<file path="config.mk">
export PLATFORM = sky130hd
export DESIGN_NAME = quoted_argument_line_tokenizer
export DESIGN_NICKNAME = d
export VERILOG_FILES = /design/src/sv/qaltok_pkg.sv /design/src/sv/quoted_argument_line_tokenizer.sv
export SDC_FILE = /design/constraint.sdc
export NUM_CORES = 1
export LEC_CHECK = 0
export BUFFER_PORTS_ARGS = -buffer_cell sky130_fd_sc_hd__buf_2
export CORE_UTILIZATION = 49
export CTS_CLUSTER_SIZE = 25
export DETAILED_ROUTE_END_ITERATION = 12
export PLACE_DENSITY = 0.73
export SLEW_MARGIN = 20
export SYNTH_ARGS = -nofsm -noshare
export SYNTH_HDL_FRONTEND = slang
export SYNTH_SLANG_ARGS = --single-unit
export TNS_END_PERCENT = 10
</file>
<file path="constraint.sdc">
create_clock -name clock -period 2.9 [get_ports clock]
set_input_delay 0.58 -clock clock [delete_from_list [all_inputs] [get_ports clock]]
set_output_delay 0.58 -clock clock [all_outputs]
set_load 0.01 [all_outputs]
</file>
<file path="src/sv/qaltok_pkg.sv">
// ----------------------------------------------------------------------------
// qaltok_pkg
// Types, character codes and small helpers for the quoted argument tokenizer.
// ----------------------------------------------------------------------------
package qaltok_pkg;

   typedef enum logic [2:0] {
      MODE_SKIP  = 3'b001,
      MODE_WORD  = 3'b010,
      MODE_QUOTE = 3'b100
   } scan_mode_type;

   localparam logic [7:0] CSR_LINE_CAPACITY = 8'd0;
   localparam logic [7:0] CSR_ARG_CAPACITY  = 8'd1;

   localparam logic [12:0] LINE_CAPACITY_RESET = 13'd4096;
   localparam logic [7:0]  ARG_CAPACITY_RESET  = 8'd128;

   localparam logic [7:0] CHAR_HASH      = 8'h23;
   localparam logic [7:0] CHAR_BACKSLASH = 8'h5C;
   localparam logic [7:0] CHAR_QUOTE     = 8'h22;
   localparam logic [7:0] CHAR_CR        = 8'h0D;
   localparam logic [7:0] CHAR_LF        = 8'h0A;
   localparam logic [7:0] CHAR_SPACE     = 8'h20;
   localparam logic [7:0] CHAR_TAB       = 8'h09;
   localparam logic [7:0] CHAR_VT        = 8'h0B;
   localparam logic [7:0] CHAR_FF        = 8'h0C;
   localparam logic [7:0] CHAR_BEL       = 8'h07;
   localparam logic [7:0] CHAR_BS        = 8'h08;
   localparam logic [7:0] CHAR_LOWER_A   = 8'h61;
   localparam logic [7:0] CHAR_LOWER_B   = 8'h62;
   localparam logic [7:0] CHAR_LOWER_F   = 8'h66;
   localparam logic [7:0] CHAR_LOWER_R   = 8'h72;
   localparam logic [7:0] CHAR_LOWER_N   = 8'h6E;
   localparam logic [7:0] CHAR_LOWER_V   = 8'h76;

   function automatic logic is_blank(input logic [7:0] c);
      return c inside {CHAR_SPACE, CHAR_TAB, CHAR_VT, CHAR_FF};
   endfunction

   function automatic logic [7:0] escape_map(input logic [7:0] c);
      logic [7:0] r;
      case (c)
         CHAR_LOWER_A: r = CHAR_BEL;
         CHAR_LOWER_B: r = CHAR_BS;
         CHAR_LOWER_F: r = CHAR_FF;
         CHAR_LOWER_R: r = CHAR_CR;
         CHAR_LOWER_N: r = CHAR_LF;
         CHAR_LOWER_V: r = CHAR_VT;
         default:      r = c;
      endcase
      return r;
   endfunction

endpackage

</file>
<file path="src/sv/quoted_argument_line_tokenizer.sv">
// ----------------------------------------------------------------------------
// quoted_argument_line_tokenizer
// Splits a byte stream into lines of quoted, escaped, NUL-separated arguments.
// ----------------------------------------------------------------------------
//  channel | dir | handshake             | payload
//  req     | in  | req_valid/req_ready   | in_byte, end_of_input
//  rsp     | out | rsp_valid/rsp_ready   | out_byte, arg_start, write_index,
//          |     |                       | line_end, arg_total, input_ended
//  csr     | in  | csr_valid/csr_ready   | csr_index, csr_wdata
//
// one byte is taken per cycle while req_ready is high; its result word, if any, shows the next cycle
// the scan state updates in the same cycle, so throughput is one byte a clock while the output is not stalled
// req_ready is high whenever the result register is empty or being drained
// synchronous reset clears the scan state and the result valid flag and loads the csr reset values
// csr writes are always taken
module quoted_argument_line_tokenizer
   import qaltok_pkg::*;
#(
   parameter int MAX_LINE_BYTES = 4096,
   parameter int MAX_ARGS       = 128
) (
   input  logic        clock,
   input  logic        reset,
   input  logic        req_valid,
   output logic        req_ready,
   input  logic [7:0]  req_in_byte,
   input  logic        req_end_of_input,
   output logic        rsp_valid,
   input  logic        rsp_ready,
   output logic [7:0]  rsp_out_byte,
   output logic        rsp_arg_start,
   output logic [11:0] rsp_write_index,
   output logic        rsp_line_end,
   output logic [6:0]  rsp_arg_total,
   output logic        rsp_input_ended,
   input  logic        csr_valid,
   output logic        csr_ready,
   input  logic [7:0]  csr_index,
   input  logic [15:0] csr_wdata
);

   localparam int FW  = $clog2(MAX_LINE_BYTES);
   localparam int LWR = $clog2(MAX_LINE_BYTES + 1);
   localparam int LW  = (LWR > 13) ? LWR : 13;
   localparam int AW  = $clog2(MAX_ARGS);
   localparam int AWR = $clog2(MAX_ARGS + 1);
   localparam int AL  = (AWR > 8) ? AWR : 8;

   // csrs
   logic [12:0] line_capacity_ff;
   logic [7:0]  arg_capacity_ff;

   assign csr_ready = 1'b1;

   always_ff @(posedge clock) begin
      if (reset) begin
         line_capacity_ff <= LINE_CAPACITY_RESET;
         arg_capacity_ff  <= ARG_CAPACITY_RESET;
      end else if (csr_valid) begin
         if (csr_index == CSR_LINE_CAPACITY) begin
            line_capacity_ff <= csr_wdata[12:0];
         end else if (csr_index == CSR_ARG_CAPACITY) begin
            arg_capacity_ff <= csr_wdata[7:0];
         end
      end
   end

   // scan state
   scan_mode_type   mode_ff, mode_in;
   logic            comment_ff, comment_in;
   logic            esc_ff, esc_in;
   logic            esc_skip_ff, esc_skip_in;
   logic            start_ff, start_in;
   logic [FW-1:0]   fill_ff, fill_in;
   logic [AW-1:0]   arg_ff, arg_in;

   // result register
   logic            rsp_valid_ff, rsp_valid_in;
   logic [7:0]      out_byte_ff;
   logic            arg_start_ff;
   logic [11:0]     write_index_ff;
   logic            line_end_ff;
   logic [6:0]      arg_total_ff;
   logic            input_ended_ff;

   logic            accept;
   logic            emit;
   logic [7:0]      emit_byte;
   logic            emit_last;
   logic            emit_ended;
   logic            emit_start;
   logic            in_word_or_quote;
   logic            limit_hit;
   logic [LW-1:0]   lcap;
   logic [LW-1:0]   fill_plus1;
   logic [AL-1:0]   acap;
   logic [AL-1:0]   arg_plus2;
   logic [31:0]     fill_wide;
   logic [31:0]     arg_wide;
   logic [7:0]      c;

   assign req_ready = !rsp_valid_ff || rsp_ready;
   assign accept    = req_valid && req_ready;
   assign c         = req_in_byte;

   // clamp capacities to the buffer size
   always_comb begin
      lcap = (LW'(line_capacity_ff) < LW'(MAX_LINE_BYTES)) ?
             LW'(line_capacity_ff) : LW'(MAX_LINE_BYTES);
      acap = (AL'(arg_capacity_ff) < AL'(MAX_ARGS)) ?
             AL'(arg_capacity_ff) : AL'(MAX_ARGS);
      fill_plus1 = LW'(fill_ff) + LW'(1);
      arg_plus2  = AL'(arg_ff) + AL'(2);
      limit_hit  = (fill_plus1 >= lcap) || (arg_plus2 >= acap);
   end

   always_comb begin
      mode_in     = mode_ff;
      comment_in  = comment_ff;
      esc_in      = esc_ff;
      esc_skip_in = esc_skip_ff;
      start_in    = start_ff;
      fill_in     = fill_ff;
      arg_in      = arg_ff;
      emit        = 1'b0;
      emit_byte   = 8'h00;
      emit_last   = 1'b0;
      emit_ended  = 1'b0;
      in_word_or_quote = (mode_ff == MODE_WORD) || (mode_ff == MODE_QUOTE);

      if (req_end_of_input) begin
         emit       = 1'b1;
         emit_last  = 1'b1;
         emit_ended = 1'b1;
      end else if (comment_ff) begin
         if (c == CHAR_LF) begin
            emit      = 1'b1;
            emit_last = 1'b1;
         end
      end else if (esc_ff) begin
         if (c != CHAR_CR) begin
            esc_in = 1'b0;
            if (c == CHAR_LF) begin
               // line continuation
               esc_skip_in = 1'b0;
            end else begin
               if (esc_skip_ff) begin
                  esc_skip_in = 1'b0;
                  arg_in      = AW'(arg_ff + AW'(1));
                  start_in    = 1'b1;
                  mode_in     = MODE_WORD;
               end
               emit      = 1'b1;
               emit_byte = escape_map(c);
            end
         end
      end else if (limit_hit) begin
         emit      = 1'b1;
         emit_last = 1'b1;
      end else if (mode_ff != MODE_QUOTE && c == CHAR_HASH) begin
         comment_in = 1'b1;
      end else if (c == CHAR_LF) begin
         emit      = 1'b1;
         emit_last = 1'b1;
      end else if (c == CHAR_CR) begin
         // carriage returns dropped
      end else if (!in_word_or_quote && is_blank(c)) begin
         // leading blank
      end else if (!in_word_or_quote && c == CHAR_BACKSLASH) begin
         esc_in      = 1'b1;
         esc_skip_in = 1'b1;
      end else begin
         if (!in_word_or_quote) begin
            arg_in   = AW'(arg_ff + AW'(1));
            start_in = 1'b1;
            mode_in  = MODE_WORD;
         end
         if (c == CHAR_BACKSLASH) begin
            esc_in      = 1'b1;
            esc_skip_in = 1'b0;
         end else if (c == CHAR_QUOTE) begin
            mode_in = (mode_ff == MODE_QUOTE) ? MODE_WORD : MODE_QUOTE;
         end else if (mode_in == MODE_WORD && is_blank(c)) begin
            mode_in = MODE_SKIP;
            emit    = 1'b1;
         end else begin
            emit      = 1'b1;
            emit_byte = c;
         end
      end

      // start flag seen by the written word includes this cycle's update
      emit_start = start_in;

      if (emit) begin
         start_in = 1'b0;
         if (emit_last) begin
            mode_in     = MODE_SKIP;
            comment_in  = 1'b0;
            esc_in      = 1'b0;
            esc_skip_in = 1'b0;
            fill_in     = '0;
            arg_in      = '0;
         end else begin
            fill_in = FW'(fill_ff + FW'(1));
         end
      end
   end

   assign fill_wide = 32'(fill_ff);
   assign arg_wide  = 32'(arg_ff);

   always_ff @(posedge clock) begin
      if (reset) begin
         mode_ff     <= MODE_SKIP;
         comment_ff  <= 1'b0;
         esc_ff      <= 1'b0;
         esc_skip_ff <= 1'b0;
         start_ff    <= 1'b0;
         fill_ff     <= '0;
         arg_ff      <= '0;
      end else if (accept) begin
         mode_ff     <= mode_in;
         comment_ff  <= comment_in;
         esc_ff      <= esc_in;
         esc_skip_ff <= esc_skip_in;
         start_ff    <= start_in;
         fill_ff     <= fill_in;
         arg_ff      <= arg_in;
      end
   end

   always_comb begin
      rsp_valid_in = rsp_valid_ff;
      if (accept && emit) begin
         rsp_valid_in = 1'b1;
      end else if (rsp_ready) begin
         rsp_valid_in = 1'b0;
      end
   end

   always_ff @(posedge clock) begin
      if (reset) begin
         rsp_valid_ff <= 1'b0;
      end else begin
         rsp_valid_ff <= rsp_valid_in;
      end
   end

   always_ff @(posedge clock) begin
      if (accept && emit) begin
         out_byte_ff    <= emit_byte;
         arg_start_ff   <= emit_start;
         write_index_ff <= fill_wide[11:0];
         line_end_ff    <= emit_last;
         arg_total_ff   <= emit_last ? arg_wide[6:0] : 7'd0;
         input_ended_ff <= emit_ended;
      end
   end

   assign rsp_valid       = rsp_valid_ff;
   assign rsp_out_byte    = out_byte_ff;
   assign rsp_arg_start   = arg_start_ff;
   assign rsp_write_index = write_index_ff;
   assign rsp_line_end    = line_end_ff;
   assign rsp_arg_total   = arg_total_ff;
   assign rsp_input_ended = input_ended_ff;

endmodule

</file>
==> summary.txt, run 1 <==
Outcome
  • Status: finished, violations left
  • Failing checks: setup timing

Critical path
  • Slowest cell delay on critical path: 0.35 ns
  • Slowest CP cell: dfxtp_1
  • Worst Path Required: 2.96 ns
  • Worst-path maximum fanout: 10
  • Crit path capture type: flip-flop
  • Crit path launch type: flip-flop
  • Critical Path AT: 3.14 ns
  • Most frequent CP cell: buf_4
  • Kind of critical path: flip-flop to flip-flop
  • CP Cell Sequence: inv_1 > nor2_2 > nand4_1 > buf_4 > buf_4 > xnor2_2 > ha_1 > nand4_1 > a31o_2 > a21oi_4 > o31ai_4 > buf_4 > a21oi_4 > buf_12 > buf_12

Clock network
  • Later-pin clock latency in the skew report: 0.35 ns
  • TritonCTS clock tree: built
  • Clock sink count: 78
  • Root Driver: clkbuf_8
  • H-tree depth: 3
  • Worst-case clock buffer depth: 2
  • Num CTS Buffers: 9
  • Worst-path clk slew: 0.08 ns
  • # hold bufs at CTS: 0

Job
  • Number of max-cap violations: 0

STA
  • Worst slew margin: 63.3%
  • Max Fclk: 326 MHz
  • Final Cycle Share: 106%
  • Shortest period the worst path allows: 3.07 ns
  • Setup ws final: -0.172 ns
  • Tightest Pin Transition: 0.548 ns
  • RSZ-0062 raised after global routing: true
  • Final Skew: 0.00899 ns
  • Max Slew Vio Count: 0
  • Final Hold Vio Count: 0
  • Final setup fails: 63

Synthesis
  • Primary FF master, synth: dfxtp_1
  • Top-area cell type share of the netlist area: 21.7%
  • Synth area leader: dfxtp_1
  • Net Count, Synth: 522
  • Sequential share of the synthesized area: 42.1%
  • Post-Synthesis Cell Area: 0.00442 mm^2
  • Yosys cell types: 72
  • Synth area leaders: dfxtp_1, edfxtp_1, ha_1
  • Share of flip-flops with an asynchronous set or reset: 0%
  • Post-synth EDFFs: 30
  • Flops & latches, synth: 78
  • YS warnings: 0
  • Syn Inst Count: 460
  • Mean post-synth cell area: 9.62 um^2

Finish
  • Fill cells: 690
  • Antenna cells: 0
  • Layout area overhead: 28.8%
  • Nets: 638
  • Post-route core utilization: 65.3%
  • Layout cells sized above 1: 35.5%

Die
  • # IOs: 71
  • Rows: 34
  • Core Box Area: 0.00872 mm^2
  • Starting Density: 50.7%
  • Die Span Y: 97.0 um
  • Die ar.: 0.00941 mm^2
  • Die width: 97.0 um

Routing
  • Initial DRC Count: 172
  • Final ANT Viol Nets: 0
  • DRT Wirelength: 10600 um
  • DRC errors left: 0
  • Vias per cell: 5.58
  • Via count: 3843
  • Drt first pass iters: 5
  • Drt wl/cell: 15.4 um

Power
  • Peak supply drop: 0.000281 V
  • Pwr/cell area: 391 mW/mm^2
  • Leakage: 0.00245 uW

Placed design
  • Routability cong.: 0.891
  • IO Port Bufs: 66
  • Pre-CTS setup slack: -0.182 ns
  • Hpwl dp: 7800 um

Global route
  • Largest net degree at the start of global routing: 26
  • Vias in the first global route: 3735
  • Initial antenna violation count: 0
  • Global-route wire length before repair: 17400 um
  • GRT Resource Usage Total: 22.7%
  • Overflow after GRT: 0

Min path
  • Worst hold path class: primary input to flip-flop
flip-flops by register name, indices dropped and copies added (netlist names):
| name | count |
|---|---|
| line_capacity_ff | 13 |
| fill_ff | 12 |
| rsp_write_index | 12 |
| arg_capacity_ff | 8 |
| rsp_out_byte | 8 |
| arg_ff | 7 |
| rsp_arg_total | 7 |
| mode_ff | 3 |
| comment_ff | 1 |
| esc_ff | 1 |
| esc_skip_ff | 1 |
| rsp_arg_start | 1 |
| rsp_input_ended | 1 |
| rsp_line_end | 1 |
| rsp_valid | 1 |
| start_ff | 1 |
final timing paths:
kind | from | endpoint | slack (ns) | cells after the start
max reg2reg | fill_ff[6]$_SDFFE_PP0P_ | rsp_out_byte[5]$_SDFFCE_PP0P_ | -0.17 | 15
min | csr_wdata[10] | line_capacity_ff[10]$_SDFFE_PP0P_ | 0.47 | 3
max | fill_ff[6]$_SDFFE_PP0P_ | rsp_out_byte[5]$_SDFFCE_PP0P_ | -0.17 | 15
min reg2reg | esc_skip_ff$_SDFFE_PP0P_ | esc_skip_ff$_SDFFE_PP0P_ | 0.48 | 2
cells in the mapped netlist, types with 3 or more instances:
library cell	n
a21oi_1	20
nand2b_1	9
or2_2	3
nor4_1	3
nor2b_1	9
nor3_1	6
edfxtp_1	30
buf_4	3
buf_2	4
a32o_1	9
mux2i_1	24
o21ai_1	13
o211ai_1	6
a211oi_1	3
nand3_1	16
dfxtp_1	48
xnor2_1	9
nor2_1	56
o21ai_0	7
nand2_1	46
clkbuf_1	8
nand4_1	8
ha_1	24
xor2_1	11
inv_1	8
a211o_1	3
nor3b_1	4
and2_1	15
placed cells by master (no fill, tap or decap), drive strengths merged, types with 11 or more instances in the layout:
cell,instances
nand2,46
nand3,16
buf,123
dfxtp,48
xor2,11
mux2i,24
o21ai,21
inv,11
edfxtp,30
a21oi,23
and2,15
nor2,58
ha,24
logic make-up after synthesis:
family | count (synthesis) | share of synthesized area (%)
mux | 25 | 5.69
compound gates | 85 | 14.5
other cells | 1 | 0.0848
flops | 78 | 42.1
xor+xnor | 20 | 3.96
buf+inv | 27 | 2.83
simple gates | 200 | 24.0
fa+ha+maj | 24 | 6.79
metal layers:
metal	GRT usage [%]	up-vias	wire [um]
met2	37.3	103	5250
li1	-	1898	-
met1	29.9	1831	4740
met3	3.90	11	473
met4	7.92	0	125
met5	0	-	0
worst max-delay path, delay by kind of cell (launching register included):
kind / cells / cell delay, ns
AND/OR/NAND/NOR: 3 / 0.37
AO/OA/AOI/OAI: 4 / 0.78
flip-flops: 1 / 0.35
XOR/XNOR: 1 / 0.14
adder cells (fa/ha/maj): 1 / 0.29
buffers and inverters: 6 / 0.84
cell type report:
type | instances | area, um^2 | area share (%)
Tap cell | 108 | 135 | 2.37
Inverter | 9 | 33.8 | 0.593
Clock inverter | 6 | 61.3 | 1.08
Sequential cell | 78 | 1880 | 33.0
Multi-Input combinational cell | 355 | 2640 | 46.3
Clock buffer | 10 | 128 | 2.24
Timing Repair Buffer | 123 | 823 | 14.5
where the power goes:
part           switching, uW  internal, uW  leakage (uW)
registers               9.85          1160      0.000698
clock network            388           397      0.000101
logic                    149           117       0.00165
through the flow:
stage          std cells  power (uW)  setup TNS [ns]  area (um^2)  hold WS (ns)
2_1_floorplan        460        1340           -3.12         4490         0.430
3_3_place_gp         667        1440           -2.46         5300         0.472
3_5_place_dp         667        1450           -4.48         5300         0.480
4_1_cts              686        2240           -5.55         5550         0.450
5_1_grt              689        2330          -16.62         5700         0.462
6_report             689        2230           -7.78         5700         0.467
what timing repair did:
item | in CTS | in global routing
gates resized for setup | 8 | 31
pin swaps | 15 | 21
setup endpoints to repair | 64 | 74
buffers inserted | 3 | 3
(Power assumes the default switching activity.)
==> run 2, diff against run 1 <==
MAX_ROUTING_LAYER = met4   (was not set)
==> summary.txt, run 2 (synthesized netlist as in run 1, its figures left out) <==
Critical path
  • R2R Setup Slk: -0.23 ns
  • R2r worst-path depth: 17
  • Worst r2r src: fill_ff[5]$_SDFFE_PP0P_
  • Kind of critical path: flip-flop to flip-flop
  • Crit path launch type: flip-flop
  • Crit path capture type: flip-flop
  • Worst-path maximum fanout: 4
  • Critical Path AT: 3.32 ns
  • Worst Path Required: 3.09 ns
  • RR Endpoint: rsp_out_byte[0]$_SDFFCE_PP0P_

Min path
  • Worst hold path class: primary input to flip-flop
  • Hold path start: csr_wdata[12]
  • Hold endpoint: line_capacity_ff[12]$_SDFFE_PP1P_
  • Hold Crit Depth: 3

Placed design
  • Routability cong.: 0.919
  • IO Port Bufs: 66
  • Hpwl dp: 7910 um

Global route
  • GR Layer Usage met2: 40.0%
  • Gr busiest metal: met2
  • Met1 GRT Util: 30.1%
  • GRT Resource Usage Total: 24.1%
  • Overflow after GRT: 0
  • Vias in the first global route: 3680
  • GR Util met3: 4.91%
  • Initial antenna violation count: 0
  • Global-route wire length before repair: 17700 um
  • Largest net degree at the start of global routing: 27

STA
  • Final Hold Vio Count: 0
  • Final Cycle Share: 108%
  • Final setup fails: 66
  • Max Fclk: 319 MHz
  • Hold_ws: 0.451 ns
  • Setup ws final: -0.230 ns
  • Shortest period the worst path allows: 3.13 ns
  • Tightest Pin Transition: 0.507 ns
  • RSZ-0062 raised after global routing: true
  • Worst slew margin: 66.1%
  • Setup TNS: -9.11 ns
  • Final Skew: 0.0170 ns
  • Max Slew Vio Count: 0

Power
  • Pwr Total: 2300 uW
  • Leakage: 0.00250 uW
  • Peak supply drop: 0.000354 V
  • Pwr/cell area: 395 mW/mm^2

Clock network
  • Worst-case clock buffer depth: 2
  • Clock sink count: 78
  • TritonCTS clock tree: built
  • H-tree depth: 3
  • Num CTS Buffers: 9
  • Root Driver: clkbuf_8
  • Worst-path clk slew: 0.09 ns
  • Later-pin clock latency in the skew report: 0.36 ns

Finish
  • Most common cell after layout, fill and taps aside: buf_2
  • Nets: 649
  • Largest Register: line_capacity_ff
  • Max FFs per register: 13
  • Antenna cells: 0
  • Highest-count cells in the layout ignoring fill and taps: buf_2, buf_4, nor2_1, nand2_1, dfxtp_1
  • Layout cells sized above 1: 35.1%
  • Layout area overhead: 31.5%

Routing
  • DRC errors left: 0
  • Initial DRC Count: 164
  • Drt first pass iters: 5
  • Via count: 3880
  • Drt wl/cell: 15.5 um
  • DRT Wirelength: 10800 um
  • Vias per cell: 5.54
  • Final ANT Viol Nets: 0

Die
  • Die ar.: 0.00941 mm^2
  • # IOs: 71
  • Die Span Y: 97.0 um
  • Core Box Area: 0.00872 mm^2
  • Rows: 34
  • Starting Density: 50.7%
  • Die width: 97.0 um

Job
  • Number of max-cap violations: 0

Outcome
  • Status: finished, violations left
  • Failing checks: setup timing
-- run 2: cell count changes in the layout (fill, tap and decap cells not counted), moves of 2 or more --
cell / previous run / this run
a21oi_2: 6 / 4
xnor2_2: 4 / 1
buf_6: 4 / 9
xnor2_1: 5 / 7
a21oi_1: 15 / 17
inv_4: 2 / 0
buf_4: 49 / 54
clkbuf_16: 0 / 2
-- run 2: worst max-delay path by stage --
stage | start | end | slack, ns | cells after the start
4_1_cts | fill_ff[5]$_SDFFE_PP0P_ | mode_ff[0]$_SDFFE_PP1P_ | -0.09 | 16
3_3_place_gp | fill_ff[1]$_SDFFE_PP0P_ | mode_ff[0]$_SDFFE_PP1P_ | -0.17 | 13
6_report | fill_ff[5]$_SDFFE_PP0P_ | rsp_out_byte[0]$_SDFFCE_PP0P_ | -0.23 | 17
2_1_floorplan | fill_ff[3]$_SDFFE_PP0P_ | start_ff$_SDFFE_PP0P_ | -0.14 | 14
5_1_grt | fill_ff[5]$_SDFFE_PP0P_ | rsp_out_byte[2]$_SDFFCE_PP0P_ | -0.40 | 17
3_5_place_dp | fill_ff[3]$_SDFFE_PP0P_ | mode_ff[0]$_SDFFE_PP1P_ | -0.27 | 15
-- run 2: per-layer routing --
metal / vias up / share of wire [%]
met4: 0 / 1.2
met2: 92 / 49
met1: 1856 / 46
met3: 13 / 4.1
li1: 1919 / -
met5: - / 0
-- run 2: power breakdown --
| group | internal [uW] | switching [uW] | leakage [uW] |
|---|---|---|---|
| clock | 443 | 410 | 0.000110 |
| combinational | 120 | 150 | 0.00170 |
| sequential | 1160 | 10.8 | 0.000697 |
| total | 1730 | 572 | 0.00250 |
-- run 2: worst max-delay path, cell delays in order (launching register included) --
cell,delay (ns)
dfxtp_2,0.36
nand3_4,0.09
nor2_2,0.09
nand4_1,0.14
nor2_2,0.18
xor2_2,0.22
ha_1,0.29
a21oi_2,0.13
nor2b_1,0.06
o21ai_1,0.17
nand4_1,0.13
buf_6,0.16
buf_6,0.12
nor4b_4,0.27
buf_4,0.16
and2_4,0.16
o21ai_2,0.05
a21oi_1,0.18
-- run 2: layout make-up --
| type | count | area (um^2) |
|---|---|---|
| clock buffers | 13 | 191 |
| clock inverters | 3 | 22.5 |
| fillers | 682 | 2910 |
| inverters | 9 | 33.8 |
| multi-input cells | 356 | 2640 |
| flip-flops and latches | 78 | 1880 |
| well taps | 108 | 135 |
| repair buffers | 133 | 917 |
-- run 2: repair_timing --
item | CTS | global route
gates resized for setup | 15 | 22
pin swaps | 22 | 13
cloned | 1 | 0
hold buffers | 0 | 0
setup buffers | 6 | 3
endpoints found under the setup margin | 71 | 73
-- run 2: per-stage QoR --
step,setup WS (ns),area [um^2],util [%],std cells
after CTS,-0.0937,5690,65.2,697
final,-0.230,5810,66.7,700
after floorplan,-0.135,4490,-,460
after detailed placement,-0.272,5350,61.3,674
after global placement,-0.175,5350,61.3,674
after global routing,-0.405,5810,66.7,700
==> run 3, diff against run 2 <==
PLACE_DENSITY = not set   (was 0.73)
PLACE_DENSITY_LB_ADDON = 0.08   (was not set)
==> summary.txt, run 3 (synthesized netlist as in run 1, its figures left out) <==
Outcome
  • Status: finished, violations left
  • Failing checks: setup timing

Critical path
  • Critical Path AT: 3.41 ns
  • CP Cell Sequence: nand3_4 > nor2_4 > nand4_1 > nor2_1 > xor2_1 > ha_1 > a21oi_2 > nor2b_1 > o21ai_1 > nand4_1 > buf_4 > nor3_2 > buf_4 > o21ai_2 > or4_1 > a21oi_1
  • Worst r2r src: fill_ff[5]$_SDFFE_PP0P_
  • Kind of critical path: flip-flop to flip-flop
  • Crit. Startpoint: fill_ff[5]$_SDFFE_PP0P_
  • Worst Path Required: 3.18 ns
  • Slowest cell delay on critical path: 0.40 ns
  • Crit path launch type: flip-flop
  • Worst-path maximum fanout: 5
  • Family with the most delay on the worst path: simple AND/OR/NAND/NOR gates
  • Crit path capture type: flip-flop
  • Slowest CP cell: or4_1
  • WP buf/inv: 2

Placed design
  • Placed Instances: 678
  • Routability cong.: 0.918
  • IO Port Bufs: 66
  • Area post-placement: 0.00538 mm^2
  • Hpwl dp: 8080 um

Die
  • Starting Density: 50.7%
  • Die ar.: 0.00941 mm^2
  • Die width: 97.0 um
  • # IOs: 71
  • Die Span Y: 97.0 um
  • Core Box Area: 0.00872 mm^2
  • Rows: 34

Global route
  • Initial antenna violation count: 0
  • Vias in the first global route: 3639
  • Overflow after GRT: 0
  • GRT Resource Usage Total: 23.3%
  • Global-route wire length before repair: 17200 um
  • Largest net degree at the start of global routing: 25

Clock network
  • Later-pin clock latency in the skew report: 0.35 ns
  • TritonCTS clock tree: built
  • Worst-path clk slew: 0.09 ns
  • Worst-case clock buffer depth: 2
  • # hold bufs at CTS: 0
  • Num CTS Buffers: 9
  • Root Driver: clkbuf_8
  • Clock sink count: 78
  • H-tree depth: 3

Routing
  • Drt first pass iters: 4
  • Via count: 3821
  • DRC errors left: 0
  • Final ANT Viol Nets: 0
  • Drt wl/cell: 15.1 um
  • Vias per cell: 5.51
  • DRT Wirelength: 10500 um
  • Initial DRC Count: 127

Min path
  • Worst hold path class: primary input to flip-flop
  • Hold path start: csr_wdata[9]

STA
  • Setup ws final: -0.229 ns
  • Max Fclk: 320 MHz
  • Final setup fails: 64
  • RSZ-0062 raised after global routing: true
  • Final Cycle Share: 108%
  • Final Hold Vio Count: 0
  • Final Skew: 0.0107 ns
  • Shortest period the worst path allows: 3.13 ns
  • Max Slew Vio Count: 0

Finish
  • Fill cells: 750
  • Max FFs per register: 13
  • Final Non-Filler Cells: 694
  • Cell area after layout: 0.00564 mm^2
  • Largest Register: line_capacity_ff
  • Highest-count cells in the layout ignoring fill and taps: buf_2, buf_4, nor2_1, nand2_1, dfxtp_1
  • Most common cell after layout, fill and taps aside: buf_2
  • Antenna cells: 0
  • Layout area overhead: 27.5%
  • Nets: 643
  • Layout cells sized above 1: 33.8%

Power
  • Switching Fraction: 26.7%
  • Sequential Power Share: 54.1%
  • Clock share of power: 33.8%
  • Leakage: 0.00243 uW
  • Combinational group share of total power: 12.1%
  • Pwr/cell area: 385 mW/mm^2
  • Sw power: 579 uW
  • Internal: 1590 uW
  • Peak supply drop: 0.000210 V

Job
  • Number of max-cap violations: 0
-- run 3: cell count changes in the layout (fill, tap and decap cells not counted), sizes merged --
cell and change:
nor2 -1, clkinvlp +1, inv +1, clkinv +2
clkbuf -4, buf -5
-- run 3: per-layer routing --
| layer | track usage, % | wire (um) | vias up |
|---|---|---|---|
| li1 | - | - | 1916 |
| met5 | - | 0 | - |
| met1 | 31.1 | 4940 | 1808 |
| met4 | 7.46 | 88 | 0 |
| met2 | 36.8 | 5010 | 91 |
| met3 | 2.89 | 434 | 6 |
-- run 3: tightest hold or removal path: stages --
cell and delay, ns:
buf_2 0.08, mux2i_1 0.06, nor2_1 0.07
-- run 3: power groups by stage --
| stage | Combinational, uW | Clock (uW) | Sequential, uW |
|---|---|---|---|
| after global placement | 249 | 0 | 1200 |
| after global routing | 286 | 796 | 1180 |
| after floorplan | 120 | 0 | 1220 |
| after CTS | 260 | 754 | 1180 |
| after detailed placement | 253 | 0 | 1200 |
| final | 263 | 734 | 1180 |
-- run 3: layout make-up --
| class | instances | area (um^2) | area share [%] |
|---|---|---|---|
| inverter | 9 | 33.8 | 0.599 |
| clock inverter | 7 | 47.5 | 0.843 |
| timing repair buffer | 128 | 857 | 15.2 |
| clock buffer | 9 | 124 | 2.20 |
| sequential | 78 | 1880 | 33.3 |
| multi-input combinational | 355 | 2570 | 45.5 |
| tap | 108 | 135 | 2.40 |
-- run 3: path summary, 6_finish.rpt --
kind / end / slack (ns) / cells after the start
max: arg_ff[5]$_SDFFE_PP0P_ / -0.23 / 16
min: line_capacity_ff[9]$_SDFFE_PP0P_ / 0.47 / 3
max reg2reg: arg_ff[5]$_SDFFE_PP0P_ / -0.23 / 16
min reg2reg: line_capacity_ff[0]$_SDFFE_PP0P_ / 0.50 / 2
-- run 3: repair_timing --
item                                    4_1_cts  5_1_grt
buffers inserted                              0        0
resized for setup                            13       11
pin swaps                                    10       12
endpoints found under the setup margin       67       74
-- run 3: stage by stage --
stage	utilization [%]	setup WS [ns]	hold WS, ns	setup TNS [ns]	power (uW)
after floorplan	-	-0.135	0.430	-3.12	1340
after global placement	61.7	-0.131	0.466	-3.53	1450
after detailed placement	61.7	-0.192	0.482	-5.58	1460
after CTS	64.2	-0.206	0.452	-5.20	2190
after global routing	64.7	-0.435	0.467	-19.97	2260
final	64.7	-0.229	0.469	-4.86	2170
